==> src/hw/rtl/xrid_pkg.sv <==
`timescale 1ns / 1ps
package xrid_pkg;
	localparam int MaxWidthDef  = 1024;
	localparam int RingDepthDef = 16;

	// one decoded command handed from front to back
	typedef enum logic [1:0] {
		JOB_RUN = 2'd0,
		JOB_LIT = 2'd1,
		JOB_NOP = 2'd2
	} job_kind_t;

	typedef struct packed {
		job_kind_t   kind;
		logic        restart;
		logic [14:0] word;
		logic [7:0]  lit;
	} job_t;

	typedef enum logic [1:0] {
		PM_CMD  = 2'd0,
		PM_LOW  = 2'd1,
		PM_LIT  = 2'd2
	} parse_mode_t;

	typedef enum logic [1:0] {
		BK_IDLE = 2'd0,
		BK_RD   = 2'd1,
		BK_PIX  = 2'd2
	} back_state_t;

	localparam logic [2:0] REG_WIDTH  = 3'd0;
	localparam logic [2:0] REG_HEIGHT = 3'd1;
	localparam logic [2:0] REG_RED    = 3'd2;
	localparam logic [2:0] REG_GREEN  = 3'd3;
	localparam logic [2:0] REG_BLUE   = 3'd4;

	localparam logic [7:0] CMD_FILL = 8'hF0;
	localparam logic [7:0] CMD_REPLAY = 8'hE0;
	localparam logic [7:0] CMD_LIT  = 8'h80;

	function automatic logic [3:0] pal_nib(logic [63:0] pal, logic [3:0] c);
		logic [5:0] sh;
		sh = {c[3:1], 3'b000} + (c[0] ? 6'd0 : 6'd4);
		return pal[sh +: 4];
	endfunction
endpackage

==> src/hw/rtl/xrid_queue.sv <==
`timescale 1ns / 1ps
module xrid_queue (
	input  logic           clk,
	input  logic           arst_n,
	input  logic           wr_valid,
	output logic           wr_ready,
	input  xrid_pkg::job_t wr_job,
	output logic           rd_valid,
	input  logic           rd_ready,
	output xrid_pkg::job_t rd_job
);
	import xrid_pkg::*;
	job_t       slot_q [2];
	logic [1:0] cnt_q;
	logic       wp_q, rp_q;
	logic       push, pop;

	assign wr_ready = (cnt_q != 2'd2);
	assign rd_valid = (cnt_q != 2'd0);
	assign rd_job   = slot_q[rp_q];
	assign push     = wr_valid && wr_ready;
	assign pop      = rd_valid && rd_ready;

	always_ff @(posedge clk) begin
		if (push) slot_q[wp_q] <= wr_job;
	end

	// two-entry queue
	always_ff @(posedge clk or negedge arst_n) begin
		if (!arst_n) begin
			cnt_q <= '0;
			wp_q  <= 1'b0;
			rp_q  <= 1'b0;
		end else begin
			if (push) wp_q <= !wp_q;
			if (pop) rp_q <= !rp_q;
			cnt_q <= cnt_q + {1'b0, push} - {1'b0, pop};
		end
	end
endmodule

==> config.mk <==
export PLATFORM = sky130hd
export DESIGN_NAME = xrid_queue
export DESIGN_NICKNAME = d
export VERILOG_FILES = /design/src/hw/rtl/xrid_pkg.sv /design/src/hw/rtl/xrid_queue.sv
export SDC_FILE = /design/constraint.sdc
export NUM_CORES = 1
export LEC_CHECK = 0
export BUFFER_PORTS_ARGS = -buffer_cell sky130_fd_sc_hd__buf_2
export CAP_MARGIN = 0
export CORE_AREA = 2 2 68 70
export CTS_CLUSTER_DIAMETER = 40
export DETAILED_ROUTE_END_ITERATION = 10
export DIE_AREA = 0 0 70 72
export GPL_TIMING_DRIVEN = 0
export PLACE_DENSITY = 0.81
export SLEW_MARGIN = 20
export SYNTH_ARGS = -nofsm -noshare
export SYNTH_HDL_FRONTEND = slang
export SYNTH_SLANG_ARGS = --single-unit
==> constraint.sdc <==
create_clock -name clk -period 2.45 [get_ports clk]
set_input_delay 0.3675 -clock clk [delete_from_list [all_inputs] [get_ports clk]]
set_output_delay 0.3675 -clock clk [all_outputs]
set_load 0.005 [all_outputs]
Yosys cells after proc, flatten, opt, wreduce, memory -nomap -nowiden. Memory sizes are Yosys's and may differ from the RTL's. Cells that the tools add are included.

Bits in registers: 4. Memory bits (writable): 52. Input port bits: 30. Output and inout port bits: 28. Word-level logic and storage cells: 14. Memories: 1.

Memories: slot_q (depth 2, bits a word 26, rd ports 1, clocked after Yosys merged registers in 0, write ports 1, line xrid_queue.sv:13) `job_t slot_q [2];`.

Add/subtract/negate cells: 2. Eq/ne operators: 1. Muxes and demuxes: 2. Reductions and logical operators: 5.

Operator list (count): 2-bit by 1-bit adder with 2-bit output (1); 1-bit logical AND (2); 1-bit logical NOT (2); 1-bit 2-to-1 mux (2); 2-bit != test, second input constant (1); 2-bit nonzero test (1); 2-bit by 1-bit subtractor with 2-bit output (1).

Logic depth before layout (Yosys ltp). Gate-level depths: netlist of the first run.

Depth in word-level cells: 4. Mapped depth: 5. Mapped depth without buffers: 5.

Worst setup path before layout of the first run. No wires, ideal clock.

Path kind: reg2reg. From: register cnt_q[0]. To: memory slot_q[0][0] (netlist name), enable pin. Setup time: 0.409 ns. Data arrival time: 1.768 ns. Data required time: 2.041 ns. Setup slack: 0.273 ns. Stages on the path, launching flop included: 4. Buffers on the path: 0. Period minus slack after synthesis: 2.177 ns. Cell sequence: dfrtp_1 > nand2b_1 > nand2_1 > nor2_1.

Longest elaborated chain between the ends: 4.

Ends and longest elaborated chain: from (decl) (line xrid_queue.sv:14) `logic [1:0] cnt_q;`; from (signal assigned) (line xrid_queue.sv:37) `cnt_q <= cnt_q + {1'b0, push} - {1'b0, pop};`; 2-bit != test (line xrid_queue.sv:18) `assign wr_ready = (cnt_q != 2'd2);`; named net wr_ready (line xrid_queue.sv:6) `output logic wr_ready,`; 1-bit logical AND (line xrid_queue.sv:21) `assign push = wr_valid && wr_ready;`; 1-bit 2-to-1 mux (line xrid_queue.sv:25) `if (push) slot_q[wp_q] <= wr_job;`; 1-bit 2-to-1 mux (not written as such) (line xrid_queue.sv:25); to (decl) (line xrid_queue.sv:13).

The timed path passes the listed nets, and every way through them passes these cells.

==> flow_metrics.py, run 1 <==
metrics = {
    "place": {
        "gp_congestion": 0.715,
        "placed_area_um2": 2460,
        "dp_slack_ns": 0.691,
        "hpwl_um": 2440,
        "io_buffers": 57,
        "place_inst": 212,
    },
    "power": {
        "peakVddDrop_mv": 0.802,
        "power_uw": 2720,
        "powerDensity_nw_per_um2": 1060,
        "leakage_uw": 0.000966,
        "power.switching_uw": 757,
        "power_frac_seq": 0.513,
        "switching_share": 0.279,
        "p_int_uw": 1960,
        "combPwrFrac": 0.315,
        "clkPwrFrac": 0.172,
    },
    "logic_synthesis": {
        "synth_area_per_cell_um2": 20.4,
        "ys.flop_type": "edfxtp_1",
        "synth_top_area_frac": 0.742,
        "synth_top_cells_by_count": "edfxtp_1 (52), mux2_2 (26), dfrtp_1 (4)",
        "yosysMostFrequentCell": "edfxtp_1",
        "synthArstFlopShare": 0.0714,
        "netlist_area_um2": 2100,
        "syn-instance-count": 103,
        "ys.warnings.count": 0,
        "synth_top_cells_by_area": "edfxtp_1 (74%), mux2_2 (14%), dfrtp_1 (4.8%), xnor2_1 (1.2%), buf_2 (0.71%)",
        "synth-seq-area-share": 0.790,
        "yosysTopAreaCell": "edfxtp_1",
        "ys_seq_elements": 56,
        "synth_cell_types": 17,
        "synth-edff-count": 52,
        "syn_nets": 134,
    },
    "hold_path": {
        "hold_depth": 1,
        "min_path_type": "input pin to register",
        "hold_path.startpoint": "wr_job[0]",
        "min_to": "slot_q[1][0]",
    },
    "setup_path": {
        "rr_startpoint": "cnt_q[0]",
        "start_kind": "register",
        "worstPathCellList": "buf_2, buf_2, mux2_2, buf_2",
        "cpPeakStageDelay_ns": 0.37,
        "r2r_setup_slack_ns": 0.72,
        "cp-end-kind": "output port",
        "worst_r2r_endpoint": "slot_q[0][24]",
        "r2r_cells": 3,
        "worstPathArrival_ns": 1.61,
        "critPathRequiredTime_ns": 2.08,
        "cpMostUsedCell": "buf_2",
        "cp_top_family": "buffers and inverters",
        "cp_max_fo": 10,
        "cp_num_buf_inv": 3,
        "critPathKind": "register to output port",
        "startpoint": "rp_q",
        "critPathSlowestCell": "mux2_2",
    },
    "sta": {
        "clock-skew-final_ns": 0.00995,
        "relSlewSlack": 0.489,
        "clock.fmax_mhz": 506,
        "setup_viol": 0,
        "worst_slack_ns": 0.472,
        "worst_pin_slew_ns": 0.765,
        "fin_crit_ns": 1.98,
        "slew_viol_final": 0,
        "grt_setup_unrepaired": "no",
        "timing.final.crit_share": 0.807,
        "final_hold_viol_count": 0,
    },
    "clock_tree": {
        "cts_max_level": 2,
        "clock_path_buffers": 2,
        "ctsResizeCount": 0,
        "cts_buffers": 5,
        "clk_pin_slew_worst_paths_ns": 0.09,
        "cts.sinks": 56,
        "cts_tree": "done",
        "cts_root_buf": "clkbuf_8",
        "clock_latency_ns": 0.30,
    },
    "grt": {
        "antenna_found_initial": 0,
        "grt_pass1_vias": 1130,
        "grt_pass1_wl_um": 5510,
        "grt_overflow": 0,
        "grt_max_degree": 27,
        "grt.total_usage": 0.144,
    },
    "drt": {
        "ant_nets": 0,
        "drc": 0,
        "routedWlPerCell_um": 15.6,
        "viasPerCell": 5.02,
        "via_count": 1110,
        "dr.pass1.iters": 4,
        "drtIter0Drc": 58,
        "drt_wl_total_um": 3450,
    },
    "layout": {
        "final_util": 0.599,
        "fillers": 341,
        "finalNetCount": 199,
        "drive_gt1_frac": 0.580,
        "area_growth_pct": 21.5,
        "diodes": 0,
        "fin_area_um2": 2550,
        "final_cells": 221,
    },
    "die": {
        "initial_core_util": 0.493,
        "dieHeight_um": 72,
        "die-area_um2": 5040,
        "die_w_um": 70,
        "coreArea_um2": 4260,
        "rows": 24,
        "ios": 58,
    },
    "run_status": {
        "status": "finished clean",
    },
    "flow_run": {
        "maxCapViolCount": 0,
    },
}
final cells by class:
type                       count  area [um^2]  share of cell area
buffer                         3         15.0             0.00588
clock buffer                   6         72.6              0.0284
clock inverter                 2         11.3             0.00441
multi-input combinational     44          434               0.170
sequential                    56         1660               0.650
tap                           52         65.1              0.0255
timing repair buffer          58          295               0.116
layer usage:
layer | global-route usage | vias to the layer above | wire [um]
met5 | 0 | - | 0
met4 | 0.0449 | 0 | 33
met2 | 0.250 | 40 | 1830
met1 | 0.170 | 540 | 1360
met3 | 0.0514 | 4 | 220
li1 | - | 526 | -
registers in the layout, summed over array words and instances (netlist names):
register	cells
cnt_q	2
slot_q	52
wp_q	1
rp_q	1
cell families after synthesis:
group                      share of synthesized area
DFF                                            0.790
AOI/OAI and AO/OA                             0.0143
xor gates and xnor gates                      0.0125
muxes                                          0.139
and+or+nand+nor                               0.0309
buffers and inverters                        0.00714
adders and majority gates                    0.00595
layout by cell type, fill, tap and decap left out, drive strengths merged, types with 2 or more instances in the layout:
master	n
nor2	3
edfxtp	52
dfrtp	4
xnor2	3
mux2	26
buf	60
nand2	2
clkbuf	6
worst reg2reg max path, stage by stage, from the launching register on:
cell and delay, ns:
dfrtp_1 0.45, nand2b_1 0.17, nand2_1 0.13, nor2_4 0.61
worst max path at each step:
stage                    endpoint  slack [ns]  cells past startpoint
floorplan            slot_q[0][0]        0.27                      3
global placement    slot_q[0][14]       -0.19                      3
detailed placement  slot_q[0][11]        0.69                      3
CTS                    rd_job[16]        0.42                      4
global route           rd_job[24]        0.36                      4
finish                 rd_job[16]        0.47                      4
power groups by stage:
stage	clock (uW)	sequential, uW	combinational [uW]
after detailed placement	0	1420	878
after global routing	526	1420	938
after CTS	485	1400	882
after floorplan	0	1390	545
after global placement	0	1400	831
final	467	1390	854
stage by stage:
| step | setup TNS [ns] | hold slack (ns) |
|---|---|---|
| 2_1_floorplan | 0 | 0.0719 |
| 3_3_place_gp | -4.87 | 0.175 |
| 3_5_place_dp | 0 | 0.178 |
| 4_1_cts | 0 | 0.241 |
| 5_1_grt | 0 | 0.238 |
| 6_report | 0 | 0.251 |
repair_timing:
action	in CTS	in global routing
hold endpoints to repair	4	0
hold buffers	1	0
buffers inserted	0	0
Power figures use the tool's default switching activity.
==> run 2: changes to the inputs <==
--- a/config.mk
+++ b/config.mk
@@ -7,12 +7,12 @@
 export LEC_CHECK = 0
 export BUFFER_PORTS_ARGS = -buffer_cell sky130_fd_sc_hd__buf_2
 export CAP_MARGIN = 0
-export CORE_AREA = 2 2 68 70
+export CORE_AREA = 2 2 71 73
 export CTS_CLUSTER_DIAMETER = 40
 export DETAILED_ROUTE_END_ITERATION = 10
-export DIE_AREA = 0 0 70 72
+export DIE_AREA = 0 0 73 75
 export GPL_TIMING_DRIVEN = 0
-export PLACE_DENSITY = 0.81
+export PLACE_DENSITY = 0.78
 export SLEW_MARGIN = 20
 export SYNTH_ARGS = -nofsm -noshare
 export SYNTH_HDL_FRONTEND = slang
==> constraint.sdc (replaced) <==
create_clock -name clk -period 1.8 [get_ports clk]
set_input_delay 0.27 -clock clk [delete_from_list [all_inputs] [get_ports clk]]
set_output_delay 0.27 -clock clk [all_outputs]
set_load 0.005 [all_outputs]
==> run 2 against run 1 <==
Against the previous run:
- combinational power rose by 44%
- total power rose by 38%
- sequential share of layout area fell by 0.63 points
- utilization fell by 4.6 points
- clock-buffer cell count fell by 1
- final cell count rose by 0.90%
- die area rose by 8.6%
- design area rose by 0.98%
- routed wire length rose by 2.8%
- sequential power rose by 37%
- worst setup slack got worse by 0.38 ns
- worst hold slack got worse by 0.096 ns
- critical endpoint is now rd_job[9]
==> flow_metrics.py, run 2 (synthesis results as in run 1) <==
metrics = {
    "flow_run": {
        "maxCapViolCount": 0,
    },
    "grt": {
        "grt_max_degree": 27,
        "antenna_found_initial": 0,
        "grt_overflow": 0,
        "grt_pass1_wl_um": 5280,
        "grt_pass1_vias": 1180,
        "grt.total_usage": 0.131,
    },
    "setup_path": {
        "cp_num_buf_inv": 3,
        "cp-end-kind": "output port",
        "cp_max_fo": 10,
        "worstPathCellList": "buf_4, buf_6, mux2_2, buf_2",
        "cpPeakStageDelay_ns": 0.34,
        "worstPathArrival_ns": 1.44,
        "start_kind": "register",
        "critPathKind": "register to output port",
        "cp_top_family": "buffers and inverters",
        "critPathSlowestCell": "mux2_2",
        "critPathRequiredTime_ns": 1.53,
    },
    "clock_tree": {
        "cts_buffers": 5,
        "clock_latency_ns": 0.30,
        "clock_path_buffers": 2,
        "clk_pin_slew_worst_paths_ns": 0.09,
        "cts_tree": "done",
        "cts.sinks": 56,
        "cts_max_level": 2,
        "cts_root_buf": "clkbuf_8",
    },
    "sta": {
        "clock-skew-final_ns": 0.00499,
        "slew_viol_final": 0,
        "final_hold_viol_count": 0,
        "fin_crit_ns": 1.71,
        "timing.final.crit_share": 0.949,
        "setup_viol": 0,
        "worst_pin_slew_ns": 0.644,
        "clock.fmax_mhz": 585,
        "grt_setup_unrepaired": "no",
        "relSlewSlack": 0.570,
        "final.setup.tns_ns": 0,
    },
    "layout": {
        "top_register": "slot_q",
        "fillers": 380,
        "final_common_cell": "buf_2",
        "final_util": 0.554,
        "largest_reg_flops": 52,
        "largest_registers": "slot_q x52, cnt_q x2",
        "finalNetCount": 200,
        "drive_gt1_frac": 0.580,
        "diodes": 0,
        "area_growth_pct": 22.7,
        "final_cell_mix": "buf_2 (57), edfxtp_1 (52), mux2_2 (26)",
    },
    "die": {
        "ios": 58,
        "dieHeight_um": 75,
        "coreArea_um2": 4660,
        "initial_core_util": 0.451,
        "rows": 25,
        "die-area_um2": 5480,
        "die_w_um": 73,
    },
    "power": {
        "peakVddDrop_mv": 0.922,
        "combPwrFrac": 0.327,
        "leakage_uw": 0.000976,
        "clkPwrFrac": 0.164,
        "switching_share": 0.280,
        "power_frac_seq": 0.509,
        "powerDensity_nw_per_um2": 1450,
        "power.switching_uw": 1050,
        "p_int_uw": 2700,
    },
    "run_status": {
        "status": "finished clean",
    },
    "drt": {
        "drt_wl_total_um": 3540,
        "drtIter0Drc": 56,
        "ant_nets": 0,
        "dr.pass1.iters": 4,
        "routedWlPerCell_um": 15.9,
        "via_count": 1120,
        "drc": 0,
        "viasPerCell": 5.02,
    },
    "place": {
        "io_buffers": 57,
        "gp_congestion": 0.698,
        "hpwl_um": 2370,
    },
    "hold_path": {
        "min_path_type": "input pin to register",
    },
}
run 2: changes by cell type in the layout (fill, tap and decap cells not counted):
cell | previous run | this run
clkinvlp_4 | 1 | 0
buf_2 | 60 | 57
nor2_4 | 1 | 2
clkinv_1 | 1 | 2
buf_6 | 0 | 1
buf_8 | 0 | 1
clkbuf_1 | 1 | 0
buf_4 | 0 | 1
run 2: worst reg2reg max path, cell delays in order (launching register included):
cell	delay, ns
dfrtp_1	0.45
nand2b_1	0.17
and3_2	0.63
run 2: layer usage:
layer	GRT usage	share of wire	vias up
met5	0	0	-
met4	0.0432	0.012	0
met3	0.0442	0.063	6
met2	0.239	0.51	44
met1	0.142	0.41	540
li1	-	-	530
run 2: final cells by class:
| class | instances | area, um^2 | share of cell area |
|---|---|---|---|
| multi-input combinational | 45 | 445 | 0.173 |
| clock buffer | 5 | 68.8 | 0.0267 |
| buffer | 3 | 33.8 | 0.0131 |
| clock inverter | 2 | 7.51 | 0.00291 |
| timing repair buffer | 58 | 295 | 0.114 |
| sequential | 56 | 1660 | 0.644 |
| tap | 54 | 67.6 | 0.0262 |
run 2: through the flow:
stage	hold WS (ns)	cell area (um^2)	total power [uW]	std cells	setup slack [ns]
2_1_floorplan	-0.0256	2110	2630	103	0.0461
3_3_place_gp	0.0758	2460	3040	214	-0.252
3_5_place_dp	0.0828	2460	3120	214	0.0733
4_1_cts	0.147	2560	3770	222	0.0514
5_1_grt	0.143	2580	3970	223	0.0147
6_report	0.155	2580	3750	223	0.0920
run 2: worst paths after layout:
| kind | to | start | slack [ns] | cells past startpoint |
|---|---|---|---|---|
| worst max register to register | slot_q[1][6] | cnt_q[0] | 0.19 | 2 |
| worst min register to register | cnt_q[0] | cnt_q[0] | 0.64 | 1 |
| worst min-delay path | slot_q[1][24] | wr_job[24] | 0.16 | 1 |
| min in group asynchronous | cnt_q[0] | arst_n | 0.31 | 2 |
| max in group asynchronous | cnt_q[1] | arst_n | 1.37 | 2 |
| worst max-delay path | rd_job[9] | rp_q | 0.09 | 4 |
run 2: power by group through the flow:
stage	sequential, uW	combinational (uW)	clock (uW)
3_3_place_gp	1900	1140	0
2_1_floorplan	1890	745	0
4_1_cts	1900	1240	630
3_5_place_dp	1930	1190	0
6_report	1910	1230	615
5_1_grt	1940	1350	671
run 2: what timing repair did:
item / in CTS / in global routing
endpoints found under the setup margin: 19 / 28
hold endpoints to repair: 4 / 0
buffers inserted: 0 / 0
resized for setup: 5 / 2
pin swaps: 0 / 0
cloned: 0 / 1
hold buffers: 1 / 0
==> run 3: changes to the inputs <==
--- a/config.mk
+++ b/config.mk
@@ -7,12 +7,12 @@
 export LEC_CHECK = 0
 export BUFFER_PORTS_ARGS = -buffer_cell sky130_fd_sc_hd__buf_2
 export CAP_MARGIN = 0
-export CORE_AREA = 2 2 71 73
-export CTS_CLUSTER_DIAMETER = 40
+export CORE_AREA = 2 2 68 70
+export CTS_CLUSTER_DIAMETER = 80
 export DETAILED_ROUTE_END_ITERATION = 10
-export DIE_AREA = 0 0 73 75
+export DIE_AREA = 0 0 70 72
 export GPL_TIMING_DRIVEN = 0
-export PLACE_DENSITY = 0.78
+export PLACE_DENSITY = 0.81
 export SLEW_MARGIN = 20
 export SYNTH_ARGS = -nofsm -noshare
 export SYNTH_HDL_FRONTEND = slang
==> constraint.sdc (replaced) <==
create_clock -name clk -period 1.7 [get_ports clk]
set_input_delay 0.255 -clock clk [delete_from_list [all_inputs] [get_ports clk]]
set_output_delay 0.255 -clock clk [all_outputs]
set_load 0.005 [all_outputs]
==> run 3 against run 2 <==
Against the previous run:
- design area up 2.8%
- sequential cell count unchanged
- non-clock buffer count up 2
- global-route usage up 1.6 points
- worst setup slack worse by 0.025 ns
- utilization up 6.9 points
- worst hold slack worse by 0.016 ns
- first-iteration DRC count up 18%
==> flow_metrics.py, run 3 (synthesis results as in run 1) <==
metrics = {
    "run_status": {
        "status": "finished clean",
    },
    "setup_path": {
        "critPathKind": "register to output port",
        "cp-end-kind": "output port",
        "start_kind": "register",
        "crit_end": "rd_job[19]",
        "cp_top_family": "buffers and inverters",
        "r2r_cells": 2,
        "cpPeakStageDelay_ns": 0.35,
        "worst_r2r_endpoint": "slot_q[1][0]",
        "path_depth": 4,
        "worstPathArrival_ns": 1.38,
        "startpoint": "rp_q",
        "critPathSlowestCell": "dfrtp_1",
        "rr_startpoint": "cnt_q[0]",
        "critPathRequiredTime_ns": 1.44,
        "cp_num_buf_inv": 3,
        "cp_max_fo": 10,
        "worstPathCellList": "buf_6, buf_8, mux2_2, buf_2",
        "r2r_setup_slack_ns": 0.12,
    },
    "die": {
        "ios": 58,
        "initial_core_util": 0.493,
        "rows": 24,
        "die-area_um2": 5040,
        "die_w_um": 70,
        "coreArea_um2": 4260,
        "dieHeight_um": 72,
    },
    "layout": {
        "diodes": 0,
        "largest_reg_flops": 52,
        "drive_gt1_frac": 0.596,
        "finalNetCount": 202,
        "final_cells": 223,
        "final_cell_mix": "buf_2 (57), edfxtp_1 (52), mux2_2 (26)",
        "top_register": "slot_q",
        "largest_registers": "slot_q x52, cnt_q x2",
        "final_common_cell": "buf_2",
        "area_growth_pct": 26.1,
        "final_util": 0.622,
    },
    "grt": {
        "grt_overflow": 0,
        "antenna_found_initial": 0,
        "grt_pass1_vias": 1173,
        "grt_pass1_wl_um": 5520,
        "grt_max_degree": 27,
        "grt.total_usage": 0.146,
    },
    "drt": {
        "drt_wl_total_um": 3430,
        "via_count": 1102,
        "drtIter0Drc": 66,
        "dr.pass1.iters": 4,
        "drc": 0,
        "routedWlPerCell_um": 15.4,
        "ant_nets": 0,
        "viasPerCell": 4.94,
    },
    "place": {
        "gp_congestion": 0.771,
        "hpwl_um": 2350,
        "place_inst": 212,
        "io_buffers": 57,
    },
    "sta": {
        "worst_pin_slew_ns": 0.620,
        "timing.final.crit_share": 0.960,
        "clock.fmax_mhz": 613,
        "fin_crit_ns": 1.63,
        "slew_viol_final": 0,
        "grt_setup_unrepaired": "no",
        "final_hold_viol_count": 0,
        "relSlewSlack": 0.587,
        "clock-skew-final_ns": 0.00282,
        "setup_viol": 0,
    },
    "clock_tree": {
        "cts_max_level": 2,
        "cts_tree": "done",
        "cts_root_buf": "clkbuf_8",
        "cts_buffers": 5,
        "clk_pin_slew_worst_paths_ns": 0.09,
        "clock_path_buffers": 2,
        "clock_latency_ns": 0.30,
        "cts.sinks": 56,
    },
    "hold_path": {
        "hold_path.startpoint": "wr_job[7]",
        "min_path_type": "input pin to register",
    },
    "power": {
        "powerDensity_nw_per_um2": 1630,
        "peakVddDrop_mv": 0.897,
        "leakage_uw": 0.00101,
    },
    "flow_run": {
        "maxCapViolCount": 0,
    },
}
==> run 3: worst register-to-register path, stage by stage (launching register included) <==
cell and delay [ns]:
dfrtp_1 0.45, nand2b_1 0.16, and3_2 0.61
==> run 3: worst min path at each step <==
| stage | to | slack (ns) | cells after the start |
|---|---|---|---|
| finish | slot_q[1][7] | 0.14 | 1 |
| global route | slot_q[0][7] | 0.12 | 1 |
| CTS | slot_q[1][7] | 0.12 | 1 |
| detailed placement | cnt_q[1] | 0.07 | 1 |
| global placement | cnt_q[0] | 0.06 | 1 |
| floorplan | cnt_q[0] | -0.04 | 0 |
==> run 3: power breakdown <==
group	internal (uW)	leakage, uW	switching, uW
Sequential	1890	0.000531	126
Clock	579	0.0000642	377
Combinational	742	0.000418	612
==> run 3: what timing repair did <==
action	4_1_cts	5_1_grt
hold endpoints to repair	4	0
hold buffers	1	0
endpoints found under the setup margin	45	0
resized for setup	9	0
buffers inserted	2	0
==> run 3: layout make-up <==
cell class,count,area (um^2)
clock buffer,5,68.8
multi-input combinational,45,445
tap,52,65.1
sequential,56,1660
clock inverter,2,60.1
fill,323,1610
timing repair buffer,60,310
buffer,3,41.3
==> run 3: routing by layer <==
| metal | vias to the layer above | global-route usage | part of all wire |
|---|---|---|---|
| li1 | 535 | - | - |
| met1 | 521 | 0.168 | 0.40 |
| met2 | 43 | 0.266 | 0.52 |
| met3 | 3 | 0.0472 | 0.066 |
| met4 | 0 | 0.0385 | 0.011 |
| met5 | - | 0 | 0 |
==> run 3: stage by stage <==
step	worst slack (ns)	power, uW	hold slack, ns	cell area, um^2	TNS, ns
after global routing	0.00311	4590	0.118	2650	0
final	0.0674	4330	0.139	2650	0
after CTS	0.0452	4410	0.123	2650	0
after detailed placement	-0.0403	3290	0.0671	2460	-1.02
after global placement	0.0327	3230	0.0607	2460	0
after floorplan	0.212	2790	-0.0406	2110	0
